===== src/rtl/core/centered_scatter_matrix_accumulator_core_assert.svh =====
// Assertion macros shared by the scatter matrix accumulator RTL.
`ifndef CENTERED_SCATTER_MATRIX_ACCUMULATOR_CORE_ASSERT_SVH
`define CENTERED_SCATTER_MATRIX_ACCUMULATOR_CORE_ASSERT_SVH

// Same-cycle implication, sampled on clock and disabled during reset.
`define CSMA_ASSERT_NOW(lbl, ante, cons, msg) \
   lbl: assert property (@(posedge clock) disable iff (reset) (ante) |-> (cons)) \
      else $error(msg);

// Next-cycle implication, sampled on clock and disabled during reset.
`define CSMA_ASSERT_NEXT(lbl, ante, cons, msg) \
   lbl: assert property (@(posedge clock) disable iff (reset) (ante) |=> (cons)) \
      else $error(msg);

`endif


===== src/rtl/core/csma_pkg.sv =====
// Shared widths, limits and the sum memory word of the scatter matrix accumulator.
`timescale 1ns / 1ps

package csma_pkg;

   localparam int MAX_DIM_DEFAULT = 8;
   localparam int VALUE_W = 16;
   localparam int DIFF_W  = VALUE_W + 1;
   localparam int PROD_W  = 2 * DIFF_W;
   localparam int SUM_W   = 48;
   localparam int ACC_W   = SUM_W + 1;

   localparam logic signed [SUM_W-1:0] SUM_MAX = {1'b0, {(SUM_W-1){1'b1}}};
   localparam logic signed [SUM_W-1:0] SUM_MIN = {1'b1, {(SUM_W-1){1'b0}}};

   // Request actions carried in req_tuser.
   typedef enum logic [1:0] {
      ACT_CLEAR  = 2'd0,
      ACT_MEAN   = 2'd1,
      ACT_SAMPLE = 2'd2,
      ACT_READ   = 2'd3
   } action_type;

   // One triangle entry as kept in the sum memory.
   typedef struct packed {
      logic                    mark;
      logic signed [SUM_W-1:0] sum;
   } sum_word_type;

endpackage


===== src/rtl/core/centered_scatter_matrix_accumulator_core.sv =====
// Centered scatter matrix accumulator: packed lower triangle of (x - m)(x - m)^T sums.
//
// Requests carry an action in req_tuser and a component index and Q7.8 value in
// req_tdata. A sample component with index i is centered against the stored mean
// and then updates its triangle row through one shared 17x17 multiply-accumulate,
// one entry per cycle; no new request is taken until the row is issued. A readout
// emits q(q+1)/2 entries in column order, each via ST_RD_ISSUE and ST_RD_DATA and
// the single read port of the sum memory, and waits while the response side stalls;
// the last entry carries rsp_tlast. Sums are signed Q31.16 in 48 bits and clamp on
// overflow with a sticky flag in rsp_tuser. Clear empties the whole triangle.
// dim_in_use must be written through the csr channel only while the block is idle;
// the block does not enforce this. 0 acts as 1, values above MAX_DIM as MAX_DIM.
`timescale 1ns / 1ps

`include "centered_scatter_matrix_accumulator_core_assert.svh"

module centered_scatter_matrix_accumulator_core #(
   parameter int MAX_DIM = csma_pkg::MAX_DIM_DEFAULT
) (
   input  logic        clock,
   input  logic        reset,
   // request: [2:0] index, [18:3] value, [23:19] zero
   input  logic        req_tvalid,
   output logic        req_tready,
   input  logic [23:0] req_tdata,
   // request: [1:0] action
   input  logic [1:0]  req_tuser,
   // response: [2:0] row, [5:3] col, [53:6] sum, [55:54] zero
   output logic        rsp_tvalid,
   input  logic        rsp_tready,
   output logic [55:0] rsp_tdata,
   // response: [0] saturated
   output logic [0:0]  rsp_tuser,
   output logic        rsp_tlast,
   // dimension in use
   input  logic        csr_valid,
   output logic        csr_ready,
   input  logic [3:0]  csr_data
);

   import csma_pkg::*;

   localparam int TRI     = MAX_DIM * (MAX_DIM + 1) / 2;
   localparam int POS_W   = TRI > 1 ? $clog2(TRI) : 1;
   localparam int IDX_W   = MAX_DIM > 1 ? $clog2(MAX_DIM) : 1;
   localparam int FIELD_W = 3;
   localparam int DIM_W   = 4;
   localparam logic [DIM_W-1:0] DIM_RESET = 4'd8;

   typedef enum logic [1:0] {
      ST_IDLE,
      ST_MAC,
      ST_RD_ISSUE,
      ST_RD_DATA
   } state_type;

   // Request fields
   action_type                req_action;
   logic [FIELD_W-1:0]        req_index;
   logic signed [VALUE_W-1:0] req_value;

   assign req_action = action_type'(req_tuser);
   assign req_index  = req_tdata[2:0];
   assign req_value  = $signed(req_tdata[18:3]);

   // Sequencer and output registers
   state_type               state_ff, state_in;
   logic [FIELD_W-1:0]      idx_ff, idx_in;
   logic [FIELD_W-1:0]      c_ff, c_in;
   logic [FIELD_W-1:0]      r_ff, r_in;
   logic [POS_W-1:0]        pos_ff, pos_in;
   logic                    rsp_valid_ff, rsp_valid_in;
   logic [FIELD_W-1:0]      rsp_row_ff, rsp_row_in;
   logic [FIELD_W-1:0]      rsp_col_ff, rsp_col_in;
   logic signed [SUM_W-1:0] rsp_sum_ff, rsp_sum_in;
   logic                    rsp_sat_ff, rsp_sat_in;
   logic                    rsp_last_ff, rsp_last_in;

   // Stores
   logic [DIM_W-1:0]          dim_ff, dim_in;
   logic signed [VALUE_W-1:0] mean_ff [MAX_DIM];
   logic signed [VALUE_W-1:0] mean_in [MAX_DIM];
   logic signed [DIFF_W-1:0]  buf_ff  [MAX_DIM];
   logic signed [DIFF_W-1:0]  buf_in  [MAX_DIM];
   logic signed [DIFF_W-1:0]  d_ff, d_in;
   logic [TRI-1:0]            live_ff, live_in;

   // Datapath links
   logic [DIM_W-1:0]  q_eff;
   logic              col_end;
   logic              slot_free;
   logic              mac_valid;
   logic              mac_wr_en;
   logic [POS_W-1:0]  mac_wr_pos;
   sum_word_type      mac_wr_word;
   sum_word_type      ram_rdata;

   // Clamp the dimension in use to 1..MAX_DIM
   always_comb begin
      if (dim_ff == '0) begin
         q_eff = DIM_W'(1);
      end else if (dim_ff > DIM_W'(MAX_DIM)) begin
         q_eff = DIM_W'(MAX_DIM);
      end else begin
         q_eff = dim_ff;
      end
   end

   assign col_end   = {1'b0, r_ff} == q_eff - DIM_W'(1);
   assign slot_free = !rsp_valid_ff || rsp_tready;

   // Next-state logic
   always_comb begin
      state_in     = state_ff;
      idx_in       = idx_ff;
      c_in         = c_ff;
      r_in         = r_ff;
      pos_in       = pos_ff;
      rsp_valid_in = rsp_valid_ff;
      rsp_row_in   = rsp_row_ff;
      rsp_col_in   = rsp_col_ff;
      rsp_sum_in   = rsp_sum_ff;
      rsp_sat_in   = rsp_sat_ff;
      rsp_last_in  = rsp_last_ff;
      dim_in       = dim_ff;
      mean_in      = mean_ff;
      buf_in       = buf_ff;
      d_in         = d_ff;
      live_in      = live_ff;
      mac_valid    = 1'b0;

      if (csr_valid) begin
         dim_in = csr_data;
      end

      // Drop the response once taken
      if (rsp_valid_ff && rsp_tready) begin
         rsp_valid_in = 1'b0;
      end

      // Mark an entry live once the MAC has written it
      if (mac_wr_en) begin
         live_in[mac_wr_pos] = 1'b1;
      end

      case (state_ff)
         ST_IDLE: begin
            if (req_tvalid) begin
               case (req_action)
                  ACT_CLEAR: begin
                     live_in = '0;
                  end
                  ACT_MEAN: begin
                     if ({1'b0, req_index} < DIM_W'(MAX_DIM)) begin
                        mean_in[req_index[IDX_W-1:0]] = req_value;
                     end
                  end
                  ACT_SAMPLE: begin
                     if ({1'b0, req_index} < q_eff) begin
                        d_in = DIFF_W'(req_value) - DIFF_W'(mean_ff[req_index[IDX_W-1:0]]);
                        buf_in[req_index[IDX_W-1:0]] = d_in;
                        idx_in   = req_index;
                        c_in     = '0;
                        pos_in   = POS_W'(req_index);
                        state_in = ST_MAC;
                     end
                  end
                  ACT_READ: begin
                     c_in     = '0;
                     r_in     = '0;
                     pos_in   = '0;
                     state_in = ST_RD_ISSUE;
                  end
                  default: begin
                     state_in = ST_IDLE;
                  end
               endcase
            end
         end
         ST_MAC: begin
            // Issue one entry of the row to the shared MAC
            mac_valid = 1'b1;
            if (c_ff == idx_ff) begin
               state_in = ST_IDLE;
            end else begin
               pos_in = pos_ff + POS_W'(MAX_DIM - 1) - POS_W'(c_ff);
               c_in   = c_ff + FIELD_W'(1);
            end
         end
         ST_RD_ISSUE: begin
            state_in = ST_RD_DATA;
         end
         ST_RD_DATA: begin
            // Load the entry when the output slot frees, then advance
            if (slot_free) begin
               rsp_valid_in = 1'b1;
               rsp_row_in   = r_ff;
               rsp_col_in   = c_ff;
               rsp_sum_in   = live_ff[pos_ff] ? ram_rdata.sum : '0;
               rsp_sat_in   = live_ff[pos_ff] ? ram_rdata.mark : 1'b0;
               rsp_last_in  = col_end && ({1'b0, c_ff} == q_eff - DIM_W'(1));
               if (rsp_last_in) begin
                  state_in = ST_IDLE;
               end else begin
                  state_in = ST_RD_ISSUE;
                  if (col_end) begin
                     c_in   = c_ff + FIELD_W'(1);
                     r_in   = c_ff + FIELD_W'(1);
                     pos_in = pos_ff + POS_W'(MAX_DIM) - POS_W'(q_eff) + POS_W'(1);
                  end else begin
                     r_in   = r_ff + FIELD_W'(1);
                     pos_in = pos_ff + POS_W'(1);
                  end
               end
            end
         end
         default: begin
            state_in = ST_IDLE;
         end
      endcase
   end

   // Hold state, counters and the response register
   always_ff @(posedge clock) begin
      if (reset) begin
         state_ff     <= ST_IDLE;
         rsp_valid_ff <= 1'b0;
      end else begin
         state_ff     <= state_in;
         idx_ff       <= idx_in;
         c_ff         <= c_in;
         r_ff         <= r_in;
         pos_ff       <= pos_in;
         rsp_valid_ff <= rsp_valid_in;
         rsp_row_ff   <= rsp_row_in;
         rsp_col_ff   <= rsp_col_in;
         rsp_sum_ff   <= rsp_sum_in;
         rsp_sat_ff   <= rsp_sat_in;
         rsp_last_ff  <= rsp_last_in;
      end
   end

   // Hold the register, the mean and the live bits
   always_ff @(posedge clock) begin
      if (reset) begin
         dim_ff  <= DIM_RESET;
         mean_ff <= '{default: '0};
         live_ff <= '0;
      end else begin
         dim_ff  <= dim_in;
         mean_ff <= mean_in;
         live_ff <= live_in;
      end
   end

   // Hold the centered buffer
   always_ff @(posedge clock) begin
      buf_ff <= buf_in;
      d_ff   <= d_in;
   end

   csma_mac #(
      .POS_W (POS_W)
   ) u_mac (
      .clock    (clock),
      .reset    (reset),
      .in_valid (mac_valid),
      .in_pos   (pos_ff),
      .op_a     (d_ff),
      .op_b     (buf_ff[c_ff[IDX_W-1:0]]),
      .rd_word  (ram_rdata),
      .rd_live  (live_ff[mac_wr_pos]),
      .wr_en    (mac_wr_en),
      .wr_pos   (mac_wr_pos),
      .wr_word  (mac_wr_word)
   );

   csma_ram #(
      .WIDTH ($bits(sum_word_type)),
      .DEPTH (TRI)
   ) u_sums (
      .clock (clock),
      .we    (mac_wr_en),
      .waddr (mac_wr_pos),
      .wdata (mac_wr_word),
      .raddr (pos_ff),
      .rdata (ram_rdata)
   );

   assign req_tready = state_ff == ST_IDLE;
   assign csr_ready  = 1'b1;
   assign rsp_tvalid = rsp_valid_ff;
   assign rsp_tdata  = {2'b00, rsp_sum_ff, rsp_col_ff, rsp_row_ff};
   assign rsp_tuser  = rsp_sat_ff;
   assign rsp_tlast  = rsp_last_ff;

   `CSMA_ASSERT_NOW(a_last_on_diagonal, rsp_tvalid && rsp_tlast,
                    rsp_row_ff == rsp_col_ff, "last entry off the diagonal")
   `CSMA_ASSERT_NOW(a_no_writeback_in_readout, state_ff == ST_RD_ISSUE || state_ff == ST_RD_DATA,
                    !mac_wr_en, "sum write during readout")
   `CSMA_ASSERT_NOW(a_col_within_row, state_ff == ST_MAC,
                    c_ff <= idx_ff, "MAC column past its row")
   `CSMA_ASSERT_NEXT(a_clear_empties, req_tvalid && req_tready && req_action == ACT_CLEAR,
                     $countones(live_ff) == 0, "entries live after clear")

endmodule


===== src/rtl/core/csma_ram.sv =====
// Generic single-write, single-read RAM with registered read data.
`timescale 1ns / 1ps

module csma_ram #(
   parameter int WIDTH = 8,
   parameter int DEPTH = 16
) (
   input  logic                                   clock,
   input  logic                                   we,
   input  logic [(DEPTH > 1 ? $clog2(DEPTH) : 1)-1:0] waddr,
   input  logic [WIDTH-1:0]                       wdata,
   input  logic [(DEPTH > 1 ? $clog2(DEPTH) : 1)-1:0] raddr,
   output logic [WIDTH-1:0]                       rdata
);

   logic [WIDTH-1:0] mem_ff [DEPTH];
   logic [WIDTH-1:0] rdata_ff;

   // Write on enable, read every cycle.
   always_ff @(posedge clock) begin
      if (we) begin
         mem_ff[waddr] <= wdata;
      end
      rdata_ff <= mem_ff[raddr];
   end

   assign rdata = rdata_ff;

endmodule


===== src/rtl/core/csma_mac.sv =====
// Shared multiply-accumulate unit: product stage, then saturating add and write-back.
`timescale 1ns / 1ps

module csma_mac #(
   parameter int POS_W = 6
) (
   input  logic                                clock,
   input  logic                                reset,
   input  logic                                in_valid,
   input  logic [POS_W-1:0]                    in_pos,
   input  logic signed [csma_pkg::DIFF_W-1:0]  op_a,
   input  logic signed [csma_pkg::DIFF_W-1:0]  op_b,
   input  csma_pkg::sum_word_type              rd_word,
   input  logic                                rd_live,
   output logic                                wr_en,
   output logic [POS_W-1:0]                    wr_pos,
   output csma_pkg::sum_word_type              wr_word
);

   import csma_pkg::*;

   logic                     valid_ff, valid_in;
   logic [POS_W-1:0]         pos_ff, pos_in;
   logic signed [PROD_W-1:0] prod_ff, prod_in;

   sum_word_type             old_word;
   logic signed [ACC_W-1:0]  acc;
   logic                     ovf;

   // Form the product of the centered pair.
   always_comb begin
      valid_in = in_valid;
      pos_in   = in_pos;
      prod_in  = PROD_W'(op_a) * PROD_W'(op_b);
   end

   always_ff @(posedge clock) begin
      if (reset) begin
         valid_ff <= 1'b0;
      end else begin
         valid_ff <= valid_in;
      end
      pos_ff  <= pos_in;
      prod_ff <= prod_in;
   end

   // Add to the stored sum; an entry not written since clear counts as zero.
   always_comb begin
      old_word = rd_live ? rd_word : '0;
      acc      = ACC_W'(old_word.sum) + ACC_W'(prod_ff);
      ovf      = acc[ACC_W-1] != acc[ACC_W-2];
      wr_word.mark = old_word.mark | ovf;
      if (ovf) begin
         wr_word.sum = acc[ACC_W-1] ? SUM_MIN : SUM_MAX;
      end else begin
         wr_word.sum = acc[SUM_W-1:0];
      end
   end

   assign wr_en  = valid_ff;
   assign wr_pos = pos_ff;

endmodule

===== config.mk =====
export PLATFORM = sky130hd
export DESIGN_NAME = centered_scatter_matrix_accumulator_core
export DESIGN_NICKNAME = d
export VERILOG_FILES = /design/src/rtl/core/csma_pkg.sv /design/src/rtl/core/centered_scatter_matrix_accumulator_core.sv /design/src/rtl/core/csma_ram.sv /design/src/rtl/core/csma_mac.sv
export VERILOG_INCLUDE_DIRS = /design/src /design/src/rtl/core
export SDC_FILE = /design/constraint.sdc
export NUM_CORES = 2
export LEC_CHECK = 0
export BUFFER_PORTS_ARGS = -buffer_cell sky130_fd_sc_hd__buf_2
export CAP_MARGIN = 0
export CORE_AREA = 2 2 581 583
export CTS_BUF_LIST = sky130_fd_sc_hd__clkbuf_4
export DETAILED_ROUTE_END_ITERATION = 16
export DIE_AREA = 0 0 583 585
export GPL_TIMING_DRIVEN = 0
export PLACE_DENSITY_LB_ADDON = 0.05
export SLEW_MARGIN = 20
export SYNTH_ARGS = -nofsm -noshare
export SYNTH_HDL_FRONTEND = slang
export SYNTH_SLANG_ARGS = --single-unit

===== constraint.sdc =====
create_clock -name clock -period 10.39 [get_ports clock]
set_input_delay 0 -clock clock [delete_from_list [all_inputs] [get_ports clock]]
set_output_delay 0 -clock clock [all_outputs]
set_load 0.02 [all_outputs]

# Yosys cells after proc, flatten, opt, wreduce, memory -nomap -nowiden
# Memory sizes are Yosys's and may differ from the RTL's. A register that Yosys moved wholly into a read port is not among the register bits.
# Index checks and enable logic that the tools add are counted.
# W data, S select, Z words.
[totals]
in_bits = 35
n_memories = 1
out_inout_bits = 61
ram_bits = 1764
elab_cells = 159
regBits = 436
[memory_table]
columns = ["name", "depth", "word_bits", "rd", "rd_ports_with_merged_regs", "write_ports", "line_no", "rtl"]
rows = [
  ["u_sums.mem_ff", 36, 49, 1, 1, 1, "csma_ram.sv:16", "logic [WIDTH-1:0] mem_ff [DEPTH];"],
]
[classes]
addsub = 11
n_reduce_logical = 19
n_mul = 1
mux = 62
bitwise_logic = 5
order_cmp = 8
n_eq_ne = 19
[ops]
columns = ["op", "n"]
rows = [
  ["$mux W36", 4],
  ["$bwmux W136", 1],
  ["$bwmux W128", 1],
  ["$mux W48", 2],
  ["$bmux W17 S3", 1],
  ["$demux W17 S3", 1],
  ["$mux W17", 3],
  ["$add A48 B34 Y49", 1],
  ["$mux W49", 1],
  ["$bmux W16 S3", 1],
  ["$demux W16 S3", 1],
  ["$mux W16", 3],
  ["$mux W6", 6],
  ["$or A36 B36 Y36", 1],
  ["$mul A17 B17 Y34", 1],
  ["$mux W3", 11],
  ["$pmux W6 S3", 1],
  ["$sub A16 B16 Y17", 1],
  ["$lt A6 B7 Y1 const B", 2],
  ["$add A6 B1 Y6 const B", 2],
  ["$bmux W1 S6", 2],
  ["$ne A2 B2 Y1 const B", 6],
  ["$pmux W3 S2", 2],
  ["$pmux W6 S2", 1],
  ["42 further kinds", 69],
]

# Depth between registers and ports, before layout
[logic_depth]
word_depth = 9
depth_mapped = 31
ltp_nobuf = 27

# Hierarchy
# Synthesis repeated with hierarchy kept, for this count alone.
[hier_totals]
hier_cells = 6870
area_unflattened_um2 = 102119.2
[by_module_without_submodules]
columns = ["mod", "area_each_um2", "seq_area_each_um2", "cells_each", "n_inst"]
rows = [
  ["csma_ram", 69755.7, 53951.7, 3570, 1],
  ["centered_scatter_matrix_accumulator_core", 17265.3, 10149.7, 1571, 1],
  ["csma_mac", 15098.2, 820.8, 1729, 1],
]

# Least setup slack after synthesis
# No wires, ideal clock.
[synth_path]
kind = "register to register"
from = "register c_ff[0]"
to = "register u_mac.prod_ff[30]"
required_ps = 10318
arrival_time_ps = 7439
setup_time_ps = 72
path_buffers = 3
path_stages_with_launch = 30
period_less_slack_ps = 7512
path_slack_ps = 2878
cell_sequence = "edfxtp_1 -> buf_2 -> buf_2 -> mux4_2 -> mux2i_1 -> clkbuf_1 -> nor2b_1 -> fa_1 -> inv_1 -> fa_1 -> inv_1 -> fa_1 -> inv_1 -> fa_1 -> inv_1 -> fa_1 -> inv_1 -> fa_1 -> inv_1 -> ha_1 -> and2_1 -> a221oi_1 -> nand2_1 -> o21ai_1 -> o221ai_1 -> o31a_1 -> o31ai_2 -> nand2b_1 -> a21oi_1 -> xnor2_1"
[synth_between]
elab_chain_len = 5
[synth_lines]
columns = ["item", "line_no", "rtl"]
rows = [
  ["from (decl)", "centered_scatter_matrix_accumulator_core.sv:69", "logic [FIELD_W-1:0] c_ff, c_in;"],
  ["from (signal assigned)", "centered_scatter_matrix_accumulator_core.sv:231", "c_ff <= c_in;"],
  ["$not A3 Y4 (not written as such)", "centered_scatter_matrix_accumulator_core.sv:270", ".op_b (buf_ff[c_ff[IDX_W-1:0]]),"],
  ["$bmux W17 S3", "centered_scatter_matrix_accumulator_core.sv:270", ""],
  ["$mux W17 (not written as such) (2 in a row)", "centered_scatter_matrix_accumulator_core.sv:270", ""],
  ["$mul A17 B17 Y34", "csma_mac.sv:34", "prod_in = PROD_W'(op_a) * PROD_W'(op_b);"],
  ["via u_mac.prod_in[30]", "csma_mac.sv:24", "logic signed [PROD_W-1:0] prod_ff, prod_in;"],
  ["to (signal assigned)", "csma_mac.sv:44", "prod_ff <= prod_in;"],
  ["to (decl)", "csma_mac.sv:24", ""],
]
# The timed path passes the listed nets, and every way through them passes these cells. The select of a mux whose other input is x is not followed.
# A chain may end at the register's enable or synchronous reset.

# Worst setup path after layout
[layout_path]
from = "register c_ff[1]"
to = "register u_mac.prod_ff[30]"
# Same word-level chain as after synthesis.

==> impl_metrics.ini <==
[global_routing]
overflow = 0
grt_pass1_vias = 61025
antenna_found_initial = 33
track_usage = 0.201
grt_pass1_wl_um = 476000
grt_max_degree = 37

[power_and_ir_drop]
power.switching_mw = 14.3
seqPwrFrac = 0.342
p_comb_frac = 0.426
total_power_mw = 36.0
p_clk_frac = 0.231
p_sw_frac = 0.397
pwr_density_cell_nw_per_um2 = 298
vdd_drop_max_mv = 0.679
p_int_mw = 21.7
p_leak_nw = 41.7

[worst_setup_path]
path_class = reg -> reg
crit_path_top_delay_cell = clkbuf_1
r2r.worst_path.cells = 30
cpPeakStageDelay_ps = 600
cp.depth = 30
critPathMaxFanout = 10
cpMostUsedCell = fa_1
crit_buf_inv = 9
cp-start-kind = register
critPathCaptureType = register
worst_ep_arrival_time_ps = 11160
cpLargestDelayFamily = adder cells
required_ps = 11740

[timing]
setup_violations = 0
period_minus_slack_ps = 9810
tns_ps = 0
worst_slew_pin_slew_ps = 1150
rsz0062_at_grt = false
max_freq_mhz = 102
maxSlewViolCount = 0
hold_violations = 0
fin_ws_ps = 579
holdWs_ps = 237
slew-limit-headroom = 0.230
finalCritPeriodShare = 0.944
fin_skew_ps = 128

[placement]
dp_hpwl_um = 244000
port_buffers = 84
dpl_cell_area_um2 = 111000
place_inst = 10605
post-place-ws_ps = -360
gp_congestion = 0.789

[synthesis]
syn_area_per_cell_um2 = 17.0
yosysWarnings = 0
synth_seq_cells = 2249
ys_seq_area_frac = 0.649
synthDistinctLibCells = 89
synth_commonest_cells = edfxtp_1, mux4_2, nand2_1
synthCells = 5902
synth_area_leaders = edfxtp_1, mux4_2, fa_1
netlist_area_um2 = 100000
synth-async-reset-ratio = 0
synth_edf_count = 1988
yosysMostFrequentCell = edfxtp_1
ys.flop_type = edfxtp_1
synth_area_leader_cell = edfxtp_1
synth_top_area_share = 0.597

[detailed_routing]
ant_nets = 0
drc_errors = 0
drt-initial-drc-count = 4546
drt_wl_total_um = 342000
first_pass_iters = 5
vias_per_cell = 4.92
vias = 58281
avgRoutedWirePerCell_um = 28.9

[clock_tree]
clkSinkCount = 2249
clockBufferDepth = 4
cts.reportedPaths.clkPinSlew_ps = 60
h-tree-depth = 6
cts_made_buffers = 640
cts_tree = yes
clk_latency_ps = 1570
cts_root_buf = clkbuf_4

[floorplanning]
ios = 96
coreArea_um2 = 335000
placementRows = 213
start_util = 0.298
die_h_um = 585
fp.dieW_um = 583
die_area_um2 = 341000

[worst_hold_path]
hold_path_class = in -> reg
hold_depth = 6

[job]
drv_cap = 0

[cells_and_area]
final_cells = 11839
area_growth_pct = 20.7
utilization = 0.360
nets = 7436
fill_cells = 32002
drive_gt1_frac = 0.298
design_area_um2 = 121000

[outcome]
status = finished, final reports clean
==> power by group through the flow <==
stage	clock, mW	combinational [mW]	sequential [mW]
floorplan	0	8.52	12.5
global placement	0	14.1	12.8
detailed placement	0	15.3	12.5
CTS	8.66	15.6	12.3
global route	9.12	17.1	12.3
finish	8.33	15.4	12.3
==> sequential cells by signal, indices dropped and copies added (netlist names), 4 cells and up <==
| name | count |
|---|---|
| u_sums.mem_ff | 1764 |
| pos_ff | 6 |
| dim_ff | 4 |
| u_mac.wr_pos | 6 |
| rsp_sum_ff | 48 |
| d_ff | 17 |
| buf_ff | 136 |
| u_sums.rdata | 49 |
| mean_ff | 128 |
| live_ff | 36 |
| u_mac.prod_ff | 34 |
==> worst min-delay path: cells and delay by family <==
kind                   cells  cell delay (ps)
buffers and inverters      4             1530
AOI/OAI and AO/OA          1               50
and+or+nand+nor            1               70
==> cells by family after synthesis <==
| group | share of synthesized area |
|---|---|
| AO/OA/AOI/OAI | 0.0400 |
| XOR/XNOR | 0.00944 |
| adder cells (fa/ha/maj) | 0.0818 |
| buffers and inverters | 0.0266 |
| flip-flops | 0.649 |
| multiplexers | 0.140 |
| other | 0.0000751 |
| AND/OR/NAND/NOR | 0.0536 |
==> final timing paths <==
kind                       endpoint  slack (ps)           from
setup / recovery  u_mac.prod_ff[30]         580        c_ff[1]
hold reg to reg         mean_ff[59]         450    mean_ff[59]
hold / removal         mean_ff[123]         240  req_tdata[14]
setup reg to reg  u_mac.prod_ff[30]         580        c_ff[1]
==> repair_timing <==
action / CTS / global route
cloned: 0 / 0
setup endpoints to repair: 4 / 8
hold buffers: 92 / 0
gates resized for setup: 3 / 13
setup buffers: 0 / 0
endpoints found under the hold margin: 538 / 0
==> final cells by class <==
cell class,count,area [µm²],share of cell area
diodes,21,52.6,0.000435
plain buffers,306,1410,0.0116
clock buffers,961,7210,0.0597
clock inverters,160,1010,0.00834
inverters,352,1320,0.0109
multi-input cells,2996,33400,0.276
flip-flops and latches,2249,64900,0.538
well taps,4407,5510,0.0457
repair buffers,387,5930,0.0491
==> cells in the final DEF (no fill, tap or decap), types with 13 or more instances in the layout <==
| cell type | n |
|---|---|
| a21o_1 | 38 |
| a21oi_1 | 229 |
| a221oi_1 | 17 |
| a22o_1 | 14 |
| a22oi_1 | 37 |
| and2_1 | 108 |
| and3_1 | 28 |
| buf_12 | 103 |
| buf_16 | 83 |
| buf_2 | 172 |
| buf_4 | 19 |
| clkbuf_1 | 153 |
| clkbuf_2 | 43 |
| clkbuf_4 | 962 |
| clkinv_1 | 100 |
| dfxtp_1 | 261 |
| diode_2 | 21 |
| dlygate4sd3_1 | 92 |
| edfxtp_1 | 1988 |
| fa_1 | 300 |
| ha_1 | 169 |
| inv_1 | 350 |
| mux2i_1 | 61 |
| mux4_2 | 589 |
| nand2_1 | 530 |
| nand2b_1 | 42 |
| nand3_1 | 34 |
| nand4_1 | 15 |
| nor2_1 | 95 |
| nor2_4 | 44 |
| nor2b_1 | 163 |
| o211ai_1 | 13 |
| o21a_1 | 52 |
| o21ai_0 | 97 |
| o21ai_4 | 27 |
| o21bai_1 | 14 |
| xnor2_1 | 65 |
| xor2_1 | 30 |
==> layer usage <==
layer / vias to the layer above / routed length, µm / GRT usage
met5: - / 34 / 0
met3: 559 / 22500 / 0.0466
li1: 24943 / - / -
met2: 1949 / 158000 / 0.314
met4: 6 / 10200 / 0.0629
met1: 30824 / 152000 / 0.276
No activity file was read; power rests on OpenSTA's default activity.
